--- src/hw/rtl/urc_pkg.sv ---
// Shared types, codes and sizes of the ultrasonic ranging controller.
package urc_pkg;

	localparam int COUNTER_WIDTH = 32;
	localparam int STEP_W        = $clog2(COUNTER_WIDTH);
	localparam int CM_DIVISOR    = 58;
	localparam int TPU_W         = 8;
	localparam int CM_DIV_W      = 14;
	localparam int TICKS_W       = 24;
	localparam int PULSES_W      = 8;
	localparam int US_W          = 32;
	localparam int CM_W          = 27;

	localparam logic [1:0] KIND_TICK  = 2'd0;
	localparam logic [1:0] KIND_START = 2'd1;
	localparam logic [1:0] KIND_PULSE = 2'd2;
	localparam logic [1:0] KIND_ECHO  = 2'd3;

	localparam logic [1:0] REG_TRIGGER_MODE  = 2'd0;
	localparam logic [1:0] REG_TRIGGER_TICKS = 2'd1;
	localparam logic [1:0] REG_TICKS_PER_US  = 2'd2;

	localparam logic [TICKS_W-1:0]  TRIGGER_TICKS_RST = 24'd360000;
	localparam logic [TPU_W-1:0]    TICKS_PER_US_RST  = 8'd72;
	localparam logic [PULSES_W-1:0] PULSE_LIMIT_RST   = 8'd9;

	typedef struct packed {
		logic [1:0]          kind;
		logic                channel;
		logic [PULSES_W-1:0] pulse_count;
		logic                echo_level;
	} req_t;

	typedef struct packed {
		logic            status;
		logic            trigger_a;
		logic            trigger_b;
		logic            distance_valid;
		logic [US_W-1:0] echo_us;
		logic [CM_W-1:0] range_cm;
		logic            result_channel;
	} rsp_t;

endpackage

--- src/hw/rtl/ultrasonic_ranging_controller.sv ---
// Two-channel ultrasonic ranging controller with an iterative echo-time divider.
//
// Every accepted request returns exactly one response. Ticks, start requests,
// pulse-finished events and rising echo edges are handled in the cycle they
// transfer and their response is registered the same edge, so they run one per
// cycle while the response is not stalled. A falling echo edge starts the shared
// restoring divider: it takes the tick counter and, one quotient bit per cycle,
// forms both the echo time in microseconds (ticks / ticks_per_us) and the
// distance in cm (ticks / (58 * ticks_per_us), which equals microseconds / 58).
// The divider runs in ST_DIV, then ST_FIN loads the response once the output
// register is free; req_stall stays high until then (longer while an earlier
// response is still stalled). A ticks_per_us of zero divides by one. The
// response sits in an output register, so a new request transfers while the
// previous response is still waiting, as long as that response is not stalled.
// Configuration writes are always taken (cfg_ready is tied high); write them
// only while the block is idle. Index 3 is ignored.
module ultrasonic_ranging_controller (
	input  logic                        clk,
	input  logic                        arst_n,
	input  logic                        req_valid,
	output logic                        req_stall,
	input  urc_pkg::req_t               req,
	output logic                        rsp_valid,
	input  logic                        rsp_stall,
	output urc_pkg::rsp_t               rsp,
	input  logic                        cfg_valid,
	output logic                        cfg_ready,
	input  logic [1:0]                  cfg_index,
	input  logic [urc_pkg::TICKS_W-1:0] cfg_data
);

	typedef enum logic [1:0] {
		ST_IDLE,
		ST_DIV,
		ST_FIN
	} state_t;

	state_t state_q;

	// configuration
	logic                           mode_q;
	logic [urc_pkg::TICKS_W-1:0]    trig_ticks_q;
	logic [urc_pkg::TPU_W-1:0]      tpu_q;

	// channel state
	logic [urc_pkg::COUNTER_WIDTH-1:0] tick_cnt_q;
	logic                              busy_a_q, busy_b_q;
	logic [urc_pkg::PULSES_W-1:0]      done_a_q, done_b_q;
	logic [urc_pkg::PULSES_W-1:0]      limit_a_q, limit_b_q;
	logic [urc_pkg::TICKS_W-1:0]       left_a_q, left_b_q;

	// divider
	logic [urc_pkg::COUNTER_WIDTH-1:0] dvd_q;
	logic [urc_pkg::COUNTER_WIDTH-1:0] cmq_q;
	logic [urc_pkg::TPU_W-1:0]         rem_us_q;
	logic [urc_pkg::CM_DIV_W-1:0]      rem_cm_q;
	logic [urc_pkg::TPU_W-1:0]         div_us_q;
	logic [urc_pkg::CM_DIV_W-1:0]      div_cm_q;
	logic [urc_pkg::STEP_W-1:0]        step_q;
	logic                              ch_q;

	logic          rsp_valid_q;
	urc_pkg::rsp_t rsp_q;

	logic xfer_in, slot_free, rsp_load;
	logic [urc_pkg::TPU_W-1:0] divisor;

	// next channel state for a request in the current cycle
	logic                              nx_busy_a, nx_busy_b;
	logic [urc_pkg::PULSES_W-1:0]      nx_done_a, nx_done_b;
	logic [urc_pkg::PULSES_W-1:0]      nx_limit_a, nx_limit_b;
	logic [urc_pkg::TICKS_W-1:0]       nx_left_a, nx_left_b;
	logic [urc_pkg::COUNTER_WIDTH-1:0] nx_tick;
	logic                              nx_status;
	logic                              start_div;

	// one divider step
	logic [urc_pkg::TPU_W:0]    trial_us;
	logic [urc_pkg::CM_DIV_W:0] trial_cm;
	logic                       qbit_us, qbit_cm;
	logic                       dvd_msb;

	assign cfg_ready = 1'b1;
	assign slot_free = !rsp_valid_q || !rsp_stall;
	assign req_stall = (state_q != ST_IDLE) || !slot_free;
	assign xfer_in   = req_valid && !req_stall;
	assign rsp_valid = rsp_valid_q;
	assign rsp       = rsp_q;
	assign divisor   = (tpu_q == '0) ? urc_pkg::TPU_W'(1) : tpu_q;
	// a new response enters the output register this edge
	assign rsp_load  = ((state_q == ST_IDLE) && xfer_in && !start_div)
		|| ((state_q == ST_FIN) && slot_free);

	always_comb begin
		nx_busy_a  = busy_a_q;
		nx_busy_b  = busy_b_q;
		nx_done_a  = done_a_q;
		nx_done_b  = done_b_q;
		nx_limit_a = limit_a_q;
		nx_limit_b = limit_b_q;
		nx_left_a  = left_a_q;
		nx_left_b  = left_b_q;
		nx_tick    = tick_cnt_q;
		nx_status  = 1'b0;
		start_div  = 1'b0;
		case (req.kind)
			urc_pkg::KIND_TICK: begin
				nx_tick = tick_cnt_q + urc_pkg::COUNTER_WIDTH'(1);
				if (!mode_q) begin
					// fixed mode: count each active trigger down, end it at one or zero
					if (busy_a_q) begin
						if (left_a_q <= urc_pkg::TICKS_W'(1)) begin
							nx_left_a = '0;
							nx_busy_a = 1'b0;
						end else begin
							nx_left_a = left_a_q - urc_pkg::TICKS_W'(1);
						end
					end
					if (busy_b_q) begin
						if (left_b_q <= urc_pkg::TICKS_W'(1)) begin
							nx_left_b = '0;
							nx_busy_b = 1'b0;
						end else begin
							nx_left_b = left_b_q - urc_pkg::TICKS_W'(1);
						end
					end
				end
			end
			urc_pkg::KIND_START: begin
				if (busy_a_q || busy_b_q) begin
					nx_status = 1'b1;
				end else if (!req.channel) begin
					nx_busy_a = 1'b1;
					if (mode_q) begin
						nx_done_a  = '0;
						nx_limit_a = req.pulse_count;
					end else begin
						nx_left_a = trig_ticks_q;
					end
				end else begin
					nx_busy_b = 1'b1;
					if (mode_q) begin
						nx_done_b  = '0;
						nx_limit_b = req.pulse_count;
					end else begin
						nx_left_b = trig_ticks_q;
					end
				end
			end
			urc_pkg::KIND_PULSE: begin
				// burst mode: count finished pulses, stop at the limit (zero stops at the first pulse)
				if (mode_q) begin
					if (!req.channel && busy_a_q) begin
						nx_done_a = done_a_q + urc_pkg::PULSES_W'(1);
						if (nx_done_a >= limit_a_q) begin
							nx_done_a = '0;
							nx_busy_a = 1'b0;
						end
					end
					if (req.channel && busy_b_q) begin
						nx_done_b = done_b_q + urc_pkg::PULSES_W'(1);
						if (nx_done_b >= limit_b_q) begin
							nx_done_b = '0;
							nx_busy_b = 1'b0;
						end
					end
				end
			end
			urc_pkg::KIND_ECHO: begin
				if (req.echo_level) begin
					nx_tick = '0;
				end else begin
					start_div = 1'b1;
				end
			end
			default: begin
				nx_tick = tick_cnt_q;
			end
		endcase
	end

	// shared restoring step: both lanes take the same dividend bit
	always_comb begin
		dvd_msb  = dvd_q[urc_pkg::COUNTER_WIDTH-1];
		trial_us = {rem_us_q, dvd_msb};
		trial_cm = {rem_cm_q, dvd_msb};
		qbit_us  = trial_us >= {1'b0, div_us_q};
		qbit_cm  = trial_cm >= {1'b0, div_cm_q};
	end

	always_ff @(posedge clk or negedge arst_n) begin
		if (!arst_n) begin
			state_q      <= ST_IDLE;
			mode_q       <= 1'b1;
			trig_ticks_q <= urc_pkg::TRIGGER_TICKS_RST;
			tpu_q        <= urc_pkg::TICKS_PER_US_RST;
			tick_cnt_q   <= '0;
			busy_a_q     <= 1'b0;
			busy_b_q     <= 1'b0;
			done_a_q     <= '0;
			done_b_q     <= '0;
			limit_a_q    <= urc_pkg::PULSE_LIMIT_RST;
			limit_b_q    <= urc_pkg::PULSE_LIMIT_RST;
			left_a_q     <= '0;
			left_b_q     <= '0;
			dvd_q        <= '0;
			cmq_q        <= '0;
			rem_us_q     <= '0;
			rem_cm_q     <= '0;
			div_us_q     <= '0;
			div_cm_q     <= '0;
			ch_q         <= 1'b0;
			step_q       <= '0;
			rsp_valid_q  <= 1'b0;
			rsp_q        <= '0;
		end else begin
			if (cfg_valid && cfg_ready) begin
				case (cfg_index)
					urc_pkg::REG_TRIGGER_MODE:  mode_q       <= cfg_data[0];
					urc_pkg::REG_TRIGGER_TICKS: trig_ticks_q <= cfg_data;
					urc_pkg::REG_TICKS_PER_US:  tpu_q        <= cfg_data[urc_pkg::TPU_W-1:0];
					default: ;
				endcase
			end

			// hold the response while stalled, drop it once it transfers, take a new one
			rsp_valid_q <= rsp_load || (rsp_valid_q && rsp_stall);

			case (state_q)
				ST_IDLE: begin
					if (xfer_in) begin
						tick_cnt_q <= nx_tick;
						busy_a_q   <= nx_busy_a;
						busy_b_q   <= nx_busy_b;
						done_a_q   <= nx_done_a;
						done_b_q   <= nx_done_b;
						limit_a_q  <= nx_limit_a;
						limit_b_q  <= nx_limit_b;
						left_a_q   <= nx_left_a;
						left_b_q   <= nx_left_b;
						if (start_div) begin
							dvd_q    <= tick_cnt_q;
							cmq_q    <= '0;
							rem_us_q <= '0;
							rem_cm_q <= '0;
							div_us_q <= divisor;
							div_cm_q <= urc_pkg::CM_DIV_W'(divisor)
								* urc_pkg::CM_DIV_W'(urc_pkg::CM_DIVISOR);
							ch_q     <= req.channel;
							step_q   <= '0;
							state_q  <= ST_DIV;
						end else begin
							rsp_q.status         <= nx_status;
							rsp_q.trigger_a      <= nx_busy_a;
							rsp_q.trigger_b      <= nx_busy_b;
							rsp_q.distance_valid <= 1'b0;
							rsp_q.echo_us        <= '0;
							rsp_q.range_cm       <= '0;
							rsp_q.result_channel <= 1'b0;
						end
					end
				end
				ST_DIV: begin
					// advance one quotient bit per lane
					rem_us_q <= qbit_us ? urc_pkg::TPU_W'(trial_us - {1'b0, div_us_q})
					                    : urc_pkg::TPU_W'(trial_us);
					rem_cm_q <= qbit_cm ? urc_pkg::CM_DIV_W'(trial_cm - {1'b0, div_cm_q})
					                    : urc_pkg::CM_DIV_W'(trial_cm);
					dvd_q    <= {dvd_q[urc_pkg::COUNTER_WIDTH-2:0], qbit_us};
					cmq_q    <= {cmq_q[urc_pkg::COUNTER_WIDTH-2:0], qbit_cm};
					step_q   <= step_q + urc_pkg::STEP_W'(1);
					if (step_q == urc_pkg::STEP_W'(urc_pkg::COUNTER_WIDTH - 1)) begin
						state_q <= ST_FIN;
					end
				end
				ST_FIN: begin
					// hold the quotients until the output register is free
					if (slot_free) begin
						rsp_q.status         <= 1'b0;
						rsp_q.trigger_a      <= busy_a_q;
						rsp_q.trigger_b      <= busy_b_q;
						rsp_q.distance_valid <= 1'b1;
						rsp_q.echo_us        <= urc_pkg::US_W'(dvd_q);
						rsp_q.range_cm       <= urc_pkg::CM_W'(cmq_q);
						rsp_q.result_channel <= ch_q;
						state_q              <= ST_IDLE;
					end
				end
				default: begin
					state_q <= ST_IDLE;
				end
			endcase
		end
	end

endmodule
--- config.mk ---
export PLATFORM = sky130hd
export DESIGN_NAME = ultrasonic_ranging_controller
export DESIGN_NICKNAME = d
export VERILOG_FILES = /design/src/hw/rtl/urc_pkg.sv /design/src/hw/rtl/ultrasonic_ranging_controller.sv
export SDC_FILE = /design/constraint.sdc
export NUM_CORES = 1
export LEC_CHECK = 0
export ABC_AREA = 1
export BUFFER_PORTS_ARGS = -buffer_cell sky130_fd_sc_hd__buf_2
export CAP_MARGIN = 20
export CORE_UTILIZATION = 50
export CTS_BUF_LIST = sky130_fd_sc_hd__clkbuf_4
export DETAILED_ROUTE_END_ITERATION = 8
export PLACE_DENSITY = 0.65
export SLEW_MARGIN = 20
export SYNTH_ARGS = -nofsm -noshare
export SYNTH_HDL_FRONTEND = slang
export SYNTH_SLANG_ARGS = --single-unit
--- constraint.sdc ---
create_clock -name clk -period 8.9 [get_ports clk]
set_input_delay 2.225 -clock clk [delete_from_list [all_inputs] [get_ports clk]]
set_output_delay 2.225 -clock clk [all_outputs]
set_load 0.1 [all_outputs]
# [After elaboration in Yosys (flattened, before gate mapping)]
# Index checks and enable logic that the tools add are counted.
[totals] register_bits=322 inputBits=43 output_inout_bits=67 elab_cells=191
[classes] add_sub_neg=8 multipliers=1 order_cmp=6 eq_ne=25 mux=77 n_bitwise=2 n_reduce_logical=43
[ops] cell="$mux W24" n=11
[ops] cell="$mux W64" n=3
[ops] cell="$pmux W32 S2" n=2
[ops] cell="$pmux W64 S2" n=1
[ops] cell="$mux W8" n=15
[ops] cell="$mux W32" n=3
[ops] cell="$pmux W24 S2" n=2
[ops] cell="$mux W27" n=2
[ops] cell="$pmux W27 S2" n=1
[ops] cell="$le A24 B1 Y1 const B" n=2
[ops] cell="$pmux W8 S2" n=3
[ops] cell="$sub A24 B1 Y24 const B" n=2
[ops] cell="$mux W14" n=3
[ops] cell="$ne A2 B2 Y1 const B" n=17
[ops] cell="$add A32 B1 Y32 const B" n=1
[ops] cell="$reduce_and A8 Y1" n=4
[ops] cell="$pmux W14 S2" n=1
[ops] cell="$mux W1" n=20
[ops] cell="$add A8 B1 Y8 const B" n=2
[ops] cell="$ge A8 B8 Y1" n=2
[ops] cell="$ge A15 B14 Y1" n=1
[ops] cell="$sub A14 B14 Y14" n=1
[ops] cell="$mul A8 B5 Y13 const B" n=1
[ops] cell="$reduce_and A4 Y1" n=3
[ops] cell="other kinds (21)" n=59

# [Logic depth before layout (Yosys ltp)]
# Gate-level depths: netlist of the first run.
[depth] word_depth=10 mapped_depth=21 ltp_nobuf=21

# [Least setup slack after synthesis of the first run]
# OpenSTA, ideal clock, no wires.
[synth_timing] kind="input -> output" startpoint="in rsp_stall" endpoint="out req_stall" arrival_ns=3.062 required_time_ns=6.675 path_slack_ns=3.613 path_stages=2 path_buffers=0 cell_sequence="nand2_1 > nand2_1"
[synth_via] elab_chain_cells=4
[synth_rtl] element="from (decl)" line_no="ultrasonic_ranging_controller.sv:24" text="input logic rsp_stall,"
[synth_rtl] element="$logic_not A1 Y1" line_no="ultrasonic_ranging_controller.sv:84" text="assign slot_free = !rsp_valid_q || !rsp_stall;"
[synth_rtl] element="$logic_or A1 B1 Y1" line_no="ultrasonic_ranging_controller.sv:84"
[synth_rtl] element="$logic_not A1 Y1" line_no="ultrasonic_ranging_controller.sv:85" text="assign req_stall = (state_q != ST_IDLE) || !slot_free;"
[synth_rtl] element="$logic_or A1 B1 Y1" line_no="ultrasonic_ranging_controller.sv:85"
[synth_rtl] element="to (decl)" line_no="ultrasonic_ranging_controller.sv:21" text="output logic req_stall,"
# No other way between the ends.

# [Final worst setup path of the first run]
# Ends and elaborated chain as after synthesis.

==> results of run 1 <==
## layer usage
metal,wire length (um),GRT usage,up-vias,share of wire
li1,-,-,7628,-
met4,977,0.0878,0,0.023
met2,19200,0.380,327,0.46
met3,2070,0.0439,77,0.050
met1,19400,0.323,7093,0.47
met5,0,0,-,0
## final timing paths
| kind | startpoint | end | slack (ns) | depth (start not counted) |
|---|---|---|---|---|
| max | rsp_stall | req_stall | 3.68 | 4 |
| min | rsp[60] | rsp[60] | 0.47 | 2 |
| max reg2reg | tpu_q[6] | div_cm_q[10] | 4.42 | 21 |
| min reg2reg | rsp[60] | rsp[60] | 0.47 | 2 |
| max in group asynchronous | arst_n | trig_ticks_q[5] | 6.04 | 3 |
| min in group asynchronous | arst_n | rsp[26] | 1.39 | 1 |
## logic make-up (layout without fill, tap and decap cells)
family	after synthesis	after routing	share of synthesized area
xor gates and xnor gates	51	51	0.0253
DFF	320	320	0.454
adders and majority gates	86	86	0.0647
and+or+nand+nor	928	928	0.222
buffers and inverters	399	599	0.0886
other	1	3	0.000212
muxes	4	4	0.00255
AOI/OAI and AO/OA	447	447	0.142
## worst max-delay path: cells and delay by family
family	cells	cell delay (ns)
buffers and inverters	2	0.50
AND/OR/NAND/NOR	2	0.27
## flip-flops by register name (all words and copies together) (netlist names)
name          flops
rem_cm_q         14
limit_a_q         8
done_b_q          8
busy_a_q          1
tpu_q             8
cmq_q            27
done_a_q          8
busy_b_q          1
mode_q            1
div_us_q          8
rsp_valid         1
div_cm_q         11
dvd_q            32
left_a_q         24
limit_b_q         8
left_b_q         24
ch_q              1
rsp              64
trig_ticks_q     24
step_q            5
rem_us_q          8
tick_cnt_q       32
state_q           2
## synth_stat cells, types with 3 or more instances
| cell | count | area [sq um] |
|---|---|---|
| a21oi_1 | 71 | 355 |
| a22oi_1 | 11 | 82.6 |
| a31oi_1 | 21 | 131 |
| buf_1 | 4 | 15.0 |
| buf_2 | 16 | 80.1 |
| buf_4 | 11 | 82.6 |
| clkbuf_1 | 39 | 146 |
| dfrtp_1 | 304 | 7610 |
| dfstp_2 | 16 | 420 |
| fa_1 | 9 | 180 |
| ha_1 | 77 | 963 |
| inv_1 | 316 | 1190 |
| inv_2 | 12 | 45.0 |
| mux2_2 | 4 | 45.0 |
| nand2_1 | 501 | 1880 |
| nand3_1 | 100 | 500 |
| nand3b_1 | 4 | 30.0 |
| nand4_1 | 41 | 257 |
| nor2_1 | 221 | 830 |
| nor2_2 | 12 | 75.1 |
| nor2_4 | 3 | 33.8 |
| nor3_1 | 23 | 115 |
| nor3_2 | 4 | 40.0 |
| nor4_1 | 3 | 18.8 |
| o211ai_1 | 32 | 240 |
| o21a_1 | 4 | 30.0 |
| o21ai_0 | 193 | 966 |
| o21ai_1 | 50 | 250 |
| o21bai_1 | 7 | 52.6 |
| o22ai_1 | 36 | 225 |
| o31ai_1 | 8 | 60.1 |
| or2_2 | 7 | 43.8 |
| xnor2_1 | 12 | 105 |
| xor2_1 | 39 | 342 |
## area by class of cell
class / count / area share
Multi-Input combinational cell: 1517 / 0.410
Sequential cell: 320 / 0.406
Inverter: 328 / 0.0623
Clock buffer: 131 / 0.0498
Timing Repair Buffer: 119 / 0.0330
Tap cell: 455 / 0.0288
Clock inverter: 21 / 0.00975
Antenna cell: 2 / 0.000253
## report_power, final
part | leakage (nW) | total, mW | internal [mW] | switching (mW)
Sequential | 4.07 | 2.23 | 1.91 | 0.314
Combinational | 5.25 | 2.74 | 0.978 | 1.76
Clock | 0.697 | 1.40 | 0.785 | 0.616
## through the flow
| stage | utilization | power (mW) | setup WS [ns] | instances | area, sq um |
|---|---|---|---|---|---|
| final | 0.571 | 6.36 | 3.68 | 2893 | 19800 |
| after global routing | 0.571 | 6.98 | 3.64 | 2893 | 19800 |
| after CTS | 0.569 | 6.41 | 3.71 | 2890 | 19700 |
| after detailed placement | 0.535 | 4.97 | 3.14 | 2738 | 18500 |
| after global placement | 0.535 | 4.88 | 3.25 | 2738 | 18500 |
| after floorplan | - | 4.36 | 3.61 | 2236 | 17700 |
==> key figures, run 1 <==
Global routing
  • First-pass GRT wire length: 70300 um
  • Grt total ovfl: 0
  • Pin count of the biggest net entering global routing: 132
  • Total track usage: 0.238
  • Vias in the first global route: 14562
  • Initial antenna violation count: 1

Clocking
  • Root buf cell: clkbuf_4
  • CTS tree: yes
  • CTS Buffer Depth: 3
  • Post-CTS sizing: 0
  • Hold_buf cts: 0
  • Postcts setup bufs: 0
  • Clock buffer count from CTS: 86
  • Worst-Skew Late Latency: 0.77 ns
  • Clock slew at reported path FFs: 0.06 ns
  • Depth of the CTS H-tree: 3
  • Clock Sink Count: 320

Setup path
  • Setup CP Type: input pin to primary output
  • Critical path's slowest cell: buf_2
  • WP data arrival: 2.99 ns
  • Max FO, Critical Path: 5
  • Setup crit end kind: primary output
  • CP required: 6.68 ns
  • Critical-path cell list: buf_2, nand2_1, nand2_1, buf_2
  • Worst path max stage delay: 0.42 ns
  • Worst Setup Start Kind: input pin

Synth
  • EDFF count, synth: 0
  • Cells after Synth: 2236
  • Sequential area share after synthesis: 0.454
  • Yosys warns: 0
  • Distinct cells, synth: 52
  • Register bit total from synthesis: 320
  • Post-Syn Area per Cell: 7.90 sq um
  • Syn nets: 2365
  • Fraction of registers with async set or reset after synthesis: 1.00
  • Synth Cell Area: 17700 sq um
  • Main flop type after synthesis: dfrtp_1

Detailed routing
  • Residual DRC: 0
  • Drt first pass iters: 5
  • DRT iter0 DRCs: 960
  • Total Wirelength: 41600 um
  • Post-DRT Antenna Nets: 0
  • Routed len/inst: 14.4 um
  • DR vias: 15125
  • Vias per cell: 5.23

Final layout
  • Most frequent cells in the layout: 500 x nand2_1, 316 x inv_1, 304 x dfrtp_1
  • Layout cell share with drive strength beyond 1: 0.135
  • Commonest non-fill, non-tap cell in the layout: nand2_1
  • Area grow syn2layout: 11.8%
  • Fill cells: 3272
  • FF+latch area: 8030 sq um
  • # nets final: 2501
  • Multi-input gate area: 8100 sq um

Placed design
  • Gp weighted congestion: 0.953
  • IO Port Bufs: 108
  • Hpwl dp: 29300 um

Floorplanning
  • Die ar.: 36100 sq um
  • Die height: 190 um
  • Initial Utilization: 0.510
  • I/O pin total: 110
  • Die X: 190 um
  • # rows: 68
  • CORE AREA: 34600 sq um

STA
  • Achievable Freq: 192 MHz
  • Post-route setup TNS: 0 ns
  • Rel. slew slack: 0.406
  • Final slew viol count: 0
  • Worst slew pin tran: 0.892 ns
  • Setup violations, final: 0
  • Period minus WS final: 5.22 ns
  • Tcrit/Tclk final: 0.586
  • Fin Clk Skew: 0.0557 ns
  • Fin Hold WS: 0.467 ns
  • RSZ-0062 raised after global routing: false
  • Fin. Hold Viols: 0

Job
  • MaxCap Viol Count: 0

Power
  • Max IR drop VDD: 0.165 mV
  • Power Density: 322 nW/um^2
  • P_leak: 10.0 nW

Hold path
  • HP Class: flip-flop to flip-flop

Status
  • Status: finished, final reports clean
(Power assumes the default switching activity.)
==> run 2, diff against run 1 <==
- clock period: 8.9 -> 5.3 ns (I/O delays scaled with it)
==> run 2 against run 1 <==
Effect of this change: via count up 0.38%; worst hold slack better by 0.0073 ns; count of clock-buffer cells in the layout increased by 8; clock skew is 0.0058 ns lower; first-iteration DRC count down 9.4%; cell count is 0.24% higher.
==> key figures, run 2 (synthesis results as in run 1) <==
Status
  • Status: finished, final reports clean

STA
  • Worst slew pin tran: 0.950 ns
  • Final slew viol count: 0
  • Post-route setup TNS: 0 ns
  • Setup violations, final: 0
  • Period minus WS final: 4.21 ns
  • Rel. slew slack: 0.365
  • RSZ-0062 raised after global routing: false
  • PnR worst setup slack: 1.09 ns
  • Fin Hold WS: 0.474 ns
  • Fin. Hold Viols: 0
  • Fin Clk Skew: 0.0499 ns
  • Tcrit/Tclk final: 0.795
  • Achievable Freq: 237 MHz

Placed design
  • Placed inst area: 18600 sq um
  • Gp weighted congestion: 0.950
  • Hpwl dp: 29900 um
  • IO Port Bufs: 108
  • Place WS: 1.10 ns

Global routing
  • First-pass GRT wire length: 72100 um
  • Initial antenna violation count: 1
  • Pin count of the biggest net entering global routing: 123
  • Total track usage: 0.246
  • Vias in the first global route: 14900
  • Grt total ovfl: 0

Final layout
  • Final core occ: 0.571
  • Fin area: 19800 sq um
  • Most frequent cells in the layout: 500 x nand2_1, 316 x inv_1, 304 x dfrtp_1
  • Fill cells: 3297
  • Area grow syn2layout: 11.8%
  • Max reg flops: 64
  • # nets final: 2507
  • Commonest non-fill, non-tap cell in the layout: nand2_1
  • Layout cell share with drive strength beyond 1: 0.139
  • FF+latch area: 8030 sq um
  • Multi-input gate area: 8090 sq um

Floorplanning
  • # rows: 68
  • Die height: 190 um
  • CORE AREA: 34600 sq um
  • Die X: 190 um
  • Die ar.: 36100 sq um
  • Initial Utilization: 0.510
  • I/O pin total: 110

Power
  • Clock power share: 0.215
  • P_leak: 10.0 nW
  • Power Density: 538 nW/um^2
  • Logic pwr share: 0.433
  • Sw frac: 0.427
  • Seq pwr share: 0.352
  • Switching Power: 4.54 mW
  • Max IR drop VDD: 0.237 mV
  • Pint: 6.09 mW

Clocking
  • Depth of the CTS H-tree: 3
  • CTS Buffer Depth: 3
  • Hold_buf cts: 0
  • CTS tree: yes
  • Postcts setup bufs: 0
  • Clock buffer count from CTS: 88
  • Post-CTS sizing: 0
  • Clock Sink Count: 320
  • Root buf cell: clkbuf_4
  • Worst-Skew Late Latency: 0.79 ns
  • Clock slew at reported path FFs: 0.06 ns

Setup path
  • Max FO, Critical Path: 6
  • Worst Setup Start Kind: flip-flop
  • WP data arrival: 4.83 ns
  • Buf/Inv on CP: 6
  • Critical-path cell list: inv_1, ha_1, nand4_1, inv_1, nor2_1, inv_1, fa_1, inv_1, ha_1, inv_1, fa_1, inv_1, ha_1, nand2_1, o21ai_0, nand2_1, a21oi_1, o21ai_0, nand2_1, o22ai_1
  • Setup crit end kind: flip-flop
  • CP required: 5.92 ns
  • CP top delay family: adder cells
  • Worst path max stage delay: 0.56 ns
  • Critical path's slowest cell: dfstp_2
  • Crit path top cell by count: inv_1
  • Setup CP Type: flip-flop to flip-flop

Detailed routing
  • Routed len/inst: 14.7 um
  • DR vias: 15183
  • Total Wirelength: 42500 um
  • DRT iter0 DRCs: 870
  • Residual DRC: 0
  • Drt first pass iters: 6
  • Vias per cell: 5.24
  • Post-DRT Antenna Nets: 0

Hold path
  • HP Class: flip-flop to flip-flop

Job
  • MaxCap Viol Count: 0
run 2: changes by cell type in the layout (fill, tap and decap cells not counted), sizes merged:
cell / change
buf: +4
clkinvlp: +1
clkinv: -3
bufinv: -3
clkbuf: +8
diode: -1
inv: +1
run 2: worst paths after layout:
path                                        from               end  slack, ns  cells after the start
min in group asynchronous                 arst_n           rsp[19]       0.66                      1
worst min register to register  trig_ticks_q[18]  trig_ticks_q[18]       0.47                      2
worst max-delay path                    tpu_q[6]      div_cm_q[10]       1.09                     20
worst max register to register          tpu_q[6]      div_cm_q[10]       1.09                     20
worst min-delay path            trig_ticks_q[18]  trig_ticks_q[18]       0.47                      2
max in group asynchronous                 arst_n           rsp[62]       3.54                      2
run 2: cell type report:
class                      instances  share of cell area
antenna                            1            0.000127
tap                              455              0.0288
sequential                       320               0.406
inverter                         328              0.0623
clock buffer                     139              0.0528
timing repair buffer             123              0.0348
clock inverter                    17             0.00545
multi-input combinational       1517               0.409
run 2: worst min-delay path, stage by stage (launching register included):
cell and delay, ns:
dfstp_2 0.36, inv_1 0.06, a21oi_1 0.06
run 2: metal layers:
| metal | global-route usage | wire length, um | up-vias | share of wire |
|---|---|---|---|---|
| met1 | 0.326 | 19700 | 7115 | 0.46 |
| met2 | 0.396 | 19700 | 337 | 0.46 |
| met3 | 0.0483 | 2110 | 87 | 0.050 |
| met5 | 0 | 0 | - | 0 |
| li1 | - | - | 7644 | - |
| met4 | 0.0962 | 958 | 0 | 0.023 |
run 2: through the flow:
step	total power, mW	cells
finish	10.6	2900
global route	11.7	2900
CTS	10.7	2899
detailed placement	8.37	2743
global placement	8.25	2743
floorplan	7.33	2236
run 2: power groups by stage:
stage | combinational, mW | sequential (mW) | clock [mW]
after floorplan | 3.59 | 3.74 | 0
after global placement | 4.50 | 3.75 | 0
after detailed placement | 4.60 | 3.77 | 0
after CTS | 4.63 | 3.73 | 2.37
after global routing | 5.35 | 3.84 | 2.50
final | 4.61 | 3.74 | 2.29
